$ cat config.mk
export PLATFORM = sky130hd
export DESIGN_NAME = nmea_rmc_position_parser
export DESIGN_NICKNAME = d
export VERILOG_FILES = /design/src/nrmc_pkg.sv /design/src/nrmc_scale.sv /design/src/nmea_rmc_position_parser.sv
export SDC_FILE = /design/constraint.sdc
export NUM_CORES = 2
export LEC_CHECK = 0
export BUFFER_PORTS_ARGS = -buffer_cell sky130_fd_sc_hd__buf_4
export CAP_MARGIN = 20
export CORE_UTILIZATION = 47
export DETAILED_ROUTE_END_ITERATION = 6
export SLEW_MARGIN = 20
export SYNTH_ARGS = -nofsm -noshare
export SYNTH_HDL_FRONTEND = slang
export SYNTH_SLANG_ARGS = --single-unit
$ cat constraint.sdc
create_clock -name clk_i -period 23.8 [get_ports clk_i]
set_input_delay 2.38 -clock clk_i [delete_from_list [all_inputs] [get_ports clk_i]]
set_output_delay 2.38 -clock clk_i [all_outputs]
set_load 0.005 [all_outputs]
$ cat src/nrmc_pkg.sv
// ----------------------------------------------------------------------------
// nrmc_pkg
// shared constants and helpers for the rmc position parser
// ----------------------------------------------------------------------------
package nrmc_pkg;

  localparam int unsigned ACC_W   = 31;
  localparam int unsigned POW_W   = 20;
  localparam int unsigned FRAC_W  = 3;
  localparam int unsigned HPOS_W  = 3;
  localparam int unsigned FIDX_W  = 3;

  localparam logic [HPOS_W-1:0] HDR_LAST = 3'd6;
  localparam logic [ACC_W-1:0]  SAT_MAX  = 31'h7FFF_FFFF;

  localparam logic [7:0] CH_STAR  = 8'h2A;
  localparam logic [7:0] CH_COMMA = 8'h2C;
  localparam logic [7:0] CH_POINT = 8'h2E;
  localparam logic [7:0] CH_ZERO  = 8'h30;
  localparam logic [7:0] CH_NINE  = 8'h39;
  localparam logic [7:0] CH_A     = 8'h41;
  localparam logic [7:0] CH_N     = 8'h4E;
  localparam logic [7:0] CH_E     = 8'h45;

  localparam logic [FIDX_W-1:0] FLD_STATUS = 3'd1;
  localparam logic [FIDX_W-1:0] FLD_LAT    = 3'd2;
  localparam logic [FIDX_W-1:0] FLD_NS     = 3'd3;
  localparam logic [FIDX_W-1:0] FLD_LON    = 3'd4;
  localparam logic [FIDX_W-1:0] FLD_EW     = 3'd5;
  localparam logic [FIDX_W-1:0] FLD_SPEED  = 3'd6;
  localparam logic [FIDX_W-1:0] FLD_MAX    = 3'd7;

  // "$GPRMC,"
  function automatic logic [7:0] hdr_char(input logic [HPOS_W-1:0] pos);
    logic [7:0] ch;
    unique case (pos)
      3'd0:    ch = 8'h24;
      3'd1:    ch = 8'h47;
      3'd2:    ch = 8'h50;
      3'd3:    ch = 8'h52;
      3'd4:    ch = 8'h4D;
      3'd5:    ch = 8'h43;
      3'd6:    ch = 8'h2C;
      default: ch = 8'h00;
    endcase
    return ch;
  endfunction

  function automatic logic [POW_W-1:0] pow10(input logic [FRAC_W-1:0] k);
    logic [POW_W-1:0] p;
    unique case (k)
      3'd0:    p = 20'd1;
      3'd1:    p = 20'd10;
      3'd2:    p = 20'd100;
      3'd3:    p = 20'd1000;
      3'd4:    p = 20'd10000;
      3'd5:    p = 20'd100000;
      3'd6:    p = 20'd1000000;
      default: p = 20'd0;
    endcase
    return p;
  endfunction

endpackage

$ cat src/nrmc_scale.sv
// ----------------------------------------------------------------------------
// nrmc_scale
// saturating multiply of a parsed number by a power of ten
// ----------------------------------------------------------------------------
module nrmc_scale
  import nrmc_pkg::*;
(
  input  logic [ACC_W-1:0]  value_i,
  input  logic [FRAC_W-1:0] shift_i,
  output logic [ACC_W-1:0]  result_o
);

  localparam int unsigned PROD_W = ACC_W + POW_W;

  logic [PROD_W-1:0] prod;

  assign prod     = PROD_W'(value_i) * PROD_W'(pow10(shift_i));
  assign result_o = (prod > PROD_W'(SAT_MAX)) ? SAT_MAX : prod[ACC_W-1:0];

endmodule

$ cat src/nmea_rmc_position_parser.sv
// ----------------------------------------------------------------------------
// nmea_rmc_position_parser
// rmc sentence parser giving latitude, longitude and speed per accepted sentence
// ----------------------------------------------------------------------------
// result: written on the '*' byte into the output register, or the skid register when held
// throughput: one byte per cycle while the skid register is empty, set by the single-pass parse
// and field close; output register plus one skid register; input stalls only when both are full
// reset: asynchronous, clears the matcher, field state, held values and queue
// ----------------------------------------------------------------------------
module nmea_rmc_position_parser
  import nrmc_pkg::*;
#(
  parameter int unsigned MAX_LEN     = 80,
  parameter int unsigned FRAC_DIGITS = 5
) (
  input  logic        clk_i,
  input  logic        rst_ni,
  input  logic        s_axis_tvalid_i,
  output logic        s_axis_tready_o,
  input  logic [7:0]  s_axis_tdata_i,   // rx_byte
  output logic        m_axis_tvalid_o,
  input  logic        m_axis_tready_i,
  output logic [95:0] m_axis_tdata_o    // latitude, longitude, speed, all_fields_seen
);

  localparam int unsigned BCNT_W = $clog2(MAX_LEN + 2);
  localparam logic [BCNT_W-1:0] MAX_LEN_C = BCNT_W'(MAX_LEN);
  localparam logic [FRAC_W-1:0] FRAC_C    = FRAC_W'(FRAC_DIGITS);

  logic [HPOS_W-1:0] hpos_q, hpos_d;
  logic              in_body_q, in_body_d;
  logic [FIDX_W-1:0] fidx_q, fidx_d;
  logic [BCNT_W-1:0] bcnt_q, bcnt_d;
  logic              rej_q, rej_d;
  logic [ACC_W-1:0]  acc_q, acc_d;
  logic [FRAC_W-1:0] frac_q, frac_d;
  logic              after_q, after_d;
  logic [7:0]        ffc_q, ffc_d;
  logic [31:0]       lat_q, lat_d;
  logic [31:0]       lon_q, lon_d;
  logic [ACC_W-1:0]  spd_q, spd_d;

  logic [95:0] out_q, skid_q;
  logic        out_valid_q, skid_valid_q;

  logic              accept;
  logic              emit;
  logic              seen;
  logic [7:0]        ch;
  logic [BCNT_W-1:0] bcnt_inc;
  logic [34:0]       mac;
  logic [ACC_W-1:0]  mac_sat;
  logic [ACC_W-1:0]  scaled;
  logic              empty;
  logic [95:0]       result;

  assign accept = s_axis_tvalid_i && s_axis_tready_o;
  assign ch     = s_axis_tdata_i;

  assign mac     = {1'b0, acc_q, 3'b000} + {3'b000, acc_q, 1'b0} + 35'(ch - CH_ZERO);
  assign mac_sat = (mac > 35'(SAT_MAX)) ? SAT_MAX : mac[ACC_W-1:0];
  assign empty   = (ffc_q == 8'h00);
  assign bcnt_inc = bcnt_q + BCNT_W'(1);

  nrmc_scale u_scale (
    .value_i  (acc_q),
    .shift_i  (FRAC_C - frac_q),
    .result_o (scaled)
  );

  always_comb begin
    hpos_d    = hpos_q;
    in_body_d = in_body_q;
    fidx_d    = fidx_q;
    bcnt_d    = bcnt_q;
    rej_d     = rej_q;
    acc_d     = acc_q;
    frac_d    = frac_q;
    after_d   = after_q;
    ffc_d     = ffc_q;
    lat_d     = lat_q;
    lon_d     = lon_q;
    spd_d     = spd_q;
    emit      = 1'b0;
    seen      = (fidx_q >= FLD_SPEED);
    if (!in_body_q) begin
      if (ch == hdr_char(hpos_q)) begin
        if (hpos_q == HDR_LAST) begin
          hpos_d    = '0;
          in_body_d = 1'b1;
          fidx_d    = '0;
          bcnt_d    = '0;
          rej_d     = 1'b0;
          acc_d     = '0;
          frac_d    = '0;
          after_d   = 1'b0;
          ffc_d     = '0;
        end else begin
          hpos_d = hpos_q + HPOS_W'(1);
        end
      end else begin
        hpos_d = '0;
      end
    end else begin
      bcnt_d = bcnt_inc;
      if (bcnt_inc > MAX_LEN_C) begin
        in_body_d = 1'b0;
        hpos_d    = '0;
      end else if (ch == CH_STAR || ch == CH_COMMA) begin
        // close the current field
        if (!rej_q) begin
          case (fidx_q)
            FLD_STATUS: if (ffc_q != CH_A) rej_d = 1'b1;
            FLD_LAT:    if (!empty) lat_d = {1'b0, scaled};
            FLD_NS:     if (!empty && ffc_q != CH_N) lat_d = 32'd0 - lat_q;
            FLD_LON:    if (!empty) lon_d = {1'b0, scaled};
            FLD_EW:     if (!empty && ffc_q != CH_E) lon_d = 32'd0 - lon_q;
            FLD_SPEED:  if (!empty) spd_d = scaled;
            default:    ;
          endcase
        end
        if (fidx_q != FLD_MAX) fidx_d = fidx_q + FIDX_W'(1);
        acc_d   = '0;
        frac_d  = '0;
        after_d = 1'b0;
        ffc_d   = '0;
        if (ch == CH_STAR) begin
          in_body_d = 1'b0;
          hpos_d    = '0;
          emit      = !rej_d;
        end
      end else begin
        if (empty) ffc_d = ch;
        if (ch >= CH_ZERO && ch <= CH_NINE) begin
          if (!after_q) begin
            acc_d = mac_sat;
          end else if (frac_q < FRAC_C) begin
            acc_d  = mac_sat;
            frac_d = frac_q + FRAC_W'(1);
          end
        end else if (ch == CH_POINT && !after_q) begin
          after_d = 1'b1;
        end
      end
    end
  end

  assign result = {seen, spd_d, lon_d, lat_d};

  always_ff @(posedge clk_i or negedge rst_ni) begin
    if (!rst_ni) begin
      hpos_q    <= '0;
      in_body_q <= 1'b0;
      fidx_q    <= '0;
      bcnt_q    <= '0;
      rej_q     <= 1'b0;
      acc_q     <= '0;
      frac_q    <= '0;
      after_q   <= 1'b0;
      ffc_q     <= '0;
      lat_q     <= '0;
      lon_q     <= '0;
      spd_q     <= '0;
    end else if (accept) begin
      hpos_q    <= hpos_d;
      in_body_q <= in_body_d;
      fidx_q    <= fidx_d;
      bcnt_q    <= bcnt_d;
      rej_q     <= rej_d;
      acc_q     <= acc_d;
      frac_q    <= frac_d;
      after_q   <= after_d;
      ffc_q     <= ffc_d;
      lat_q     <= lat_d;
      lon_q     <= lon_d;
      spd_q     <= spd_d;
    end
  end

  // output register with skid stage
  always_ff @(posedge clk_i or negedge rst_ni) begin
    if (!rst_ni) begin
      out_valid_q  <= 1'b0;
      skid_valid_q <= 1'b0;
    end else begin
      if (!out_valid_q || m_axis_tready_i) begin
        if (skid_valid_q) begin
          out_valid_q  <= 1'b1;
          skid_valid_q <= 1'b0;
        end else begin
          out_valid_q <= accept && emit;
        end
      end else if (accept && emit) begin
        skid_valid_q <= 1'b1;
      end
    end
  end

  always_ff @(posedge clk_i) begin
    if (!out_valid_q || m_axis_tready_i) begin
      out_q <= skid_valid_q ? skid_q : result;
    end
    if (out_valid_q && !m_axis_tready_i && accept && emit) begin
      skid_q <= result;
    end
  end

  assign s_axis_tready_o = !skid_valid_q;
  assign m_axis_tvalid_o = out_valid_q;
  assign m_axis_tdata_o  = out_q;

  a_skid_implies_out: assert property (@(posedge clk_i) disable iff (!rst_ni)
    skid_valid_q |-> out_valid_q)
    else $error("skid register holds a transaction while output register is empty");

  a_hdr_idle_in_body: assert property (@(posedge clk_i) disable iff (!rst_ni)
    in_body_q |-> (hpos_q == '0))
    else $error("header matcher active inside a sentence body");

  a_emit_in_body: assert property (@(posedge clk_i) disable iff (!rst_ni)
    (accept && emit) |-> in_body_q)
    else $error("result produced outside a sentence body");

  a_bcnt_bound: assert property (@(posedge clk_i) disable iff (!rst_ni)
    in_body_q |-> (bcnt_q <= MAX_LEN_C))
    else $error("body byte count exceeds the sentence length limit");

endmodule

==> reports/results.txt <==
Status = complete, but fails checks
Failing checks = DRC
GRT overflow = 0
Final setup TNS = 0 ns
Slew Limit Fails = 0
Most common cell in the synthesized netlist = inv_1
Critical path's slowest cell = ha_1
Synth async-reset ratio = 44.7%
Internal reg-to-reg setup slack = 12.12 ns
Hold-fix buffer count after cts = 0
Multi-input gate area = 25300 sq um
Hold WC Path Type = reg2reg
Rows = 104
Overall routing resource usage = 28.3%
DRT Pass-1 Iters = 7
CTS Buf Count = 40
Fin. Hold Viols = 0
Initial Util = 47.7%
Clk root buf = clkbuf_16
Antenna-violating nets left = 0
Crit-path max FO = 49
Post-synthesis sequential area ratio = 25.0%
Netlist cell types = 79
Final WL = 115 mm
Synth warn = 0
Top cell by count, worst path = fa_1
Unrepaired setup endpoints after global routing = false
Most frequent cells after synthesis = inv_1, nand2_1, fa_1
Number of port buffers = 109
RePlAce Congestion = 0.959
Fin Clk Skew = 0.0483 ns
Io pins = 110
Top-area cell type share of the netlist area = 25.3%
Die span in y = 288 microns
DR WL/cell = 21.6 microns
Largest net degree at the start of global routing = 63
Post-layout min period = 11.68 ns
Nets = 4992
Total clock sinks = 347
Crit path kind = reg2reg
CP Launch Type = register
Crit. End Element = register
Post-synthesis register bit count = 347
Core Area = 80800 sq um
Htree depth = 2
CP max stage delay = 0.85 ns
Max-Cap Viols = 0
Filler instances = 7508
Vias per cell = 5.69
PostCTS Resize Cnt = 0
Clock tree buffer depth = 3
Tightest Pin Transition = 1.13 ns
Sequential cell area = 9650 sq um
DP HPWL = 88.8 mm
Via count of the first global-routing pass = 30.5k
CTS tree = yes
Die Area = 83100 sq um
Critical Path AT = 11.95 ns
DRT iter0 DRCs = 2581
Crit share post-route = 49.1%
Data required, critical path = 24.07 ns
Final setup fails = 0
Placed insts = 5270
Via count = 30.4k
Syn avg cell area = 9.00 sq um
Max_slew headroom = 24.2%
Synth area leader = fa_1
Mapped cell area = 38500 sq um
Fmax = 0.0856 GHz
Synthesized instance count = 4281
Later-pin clock latency in the skew report = 0.59 ns
Layout cells sized above 1 = 7.87%
Non-filler cells, final = 5345
Clock transition at path regs = 0.06 ns
Number of flops mapped to enable cells by yosys = 192
Drc violations = 22
Die W = 288 microns
Synth area leaders = fa_1, edfxtp_1, dfrtp_1, ha_1, inv_1
Post-Synthesis Net Count = 5021
Top FF cell, synth = edfxtp_1
Post-CTS Setup Bufs = 0
First-pass GRT wire length = 181 mm
Initial antenna violation count = 2
Layout area overhead = 8.22%
worst max-delay path, delay by kind of cell, from the launching register on:
kind | cells | cell delay (ns)
fa+ha+maj | 9 | 4.77
xor+xnor | 1 | 0.15
flops | 1 | 0.39
buf+inv | 7 | 1.27
simple gates | 8 | 2.25
compound gates | 8 | 2.50
sequential cells by signal (all words and copies together), names as in the netlist:
register	cells
acc_q	31
after_q	1
bcnt_q	7
ffc_q	8
fidx_q	3
frac_q	3
hpos_q	3
in_body_q	1
lat_q	32
lon_q	32
m_axis_tdata_o	96
m_axis_tvalid_o	1
rej_q	1
skid_q	96
skid_valid_q	1
spd_q	31
logic make-up after synthesis:
group / Yosys count / synth area share [%]
AO/OA/AOI/OAI: 919 / 14.5
XOR/XNOR: 108 / 2.46
adder cells (fa/ha/maj): 728 / 33.1
buffers and inverters: 973 / 9.54
flip-flops: 347 / 25.0
multiplexers: 57 / 1.64
AND/OR/NAND/NOR: 1149 / 13.7
metrics by stage:
step	instance area (sq um)	hold slack, ns	utilization [%]	setup slack [ns]
after detailed placement	40300	0.466	49.9	12.15
after global routing	41700	0.512	51.6	11.57
final	41700	0.476	51.6	12.12
after floorplan	38500	0.445	-	11.49
after CTS	41700	0.479	51.6	12.12
after global placement	40300	0.459	49.9	12.41
area by class of cell:
type                       instances  share of cell area [%]
antenna                            1                 0.00600
clock buffer                      51                    2.57
timing repair buffer             172                    3.11
tap                             1060                    3.18
multi-input combinational       2961                    60.7
clock inverter                    23                   0.753
sequential                       347                    23.1
inverter                         730                    6.57
layout by cell type (no fill, tap or decap), types with 37 or more instances in the layout:
cell type,Yosys,layout
buf_4,0,171
a21oi_1,275,275
and2_1,119,120
nor2_1,232,229
a31oi_1,55,55
ha_1,242,242
mux2_2,48,48
nor3_1,64,59
clkbuf_16,0,40
dfrtp_1,155,154
edfxtp_1,192,192
o31ai_1,38,38
a21o_1,37,37
fa_1,486,486
nand2_1,498,496
o21ai_0,300,296
inv_1,729,728
xnor2_1,66,65
xor2_1,42,42
layer usage:
metal / track usage, % / up-vias / wire length (microns)
met3: 3.44 / 260 / 6900
met5: 0 / - / 28
met1: 37.2 / 15100 / 47800
met4: 11.4 / 4 / 5150
li1: - / 14000 / -
met2: 47.4 / 1062 / 55300
path summary, 6_finish.rpt:
check,endpoint,startpoint,cells past startpoint
max reg2reg,m_axis_tdata_o[54]$_DFFE_PN_,frac_q[1]$_DFFE_PN0P_,33
min reg2reg,spd_q[13]$_DFFE_PN0P_,spd_q[13]$_DFFE_PN0P_,2
min,spd_q[13]$_DFFE_PN0P_,spd_q[13]$_DFFE_PN0P_,2
min in group asynchronous,lat_q[10]$_DFFE_PN0P_,rst_ni,1
max,m_axis_tdata_o[54]$_DFFE_PN_,frac_q[1]$_DFFE_PN0P_,33
max in group asynchronous,acc_q[30]$_DFFE_PN0P_,rst_ni,3
Power is left out: the tool's default activity adds up to more than one toggle a clock period on the data nets, which glitch-free logic cannot reach.
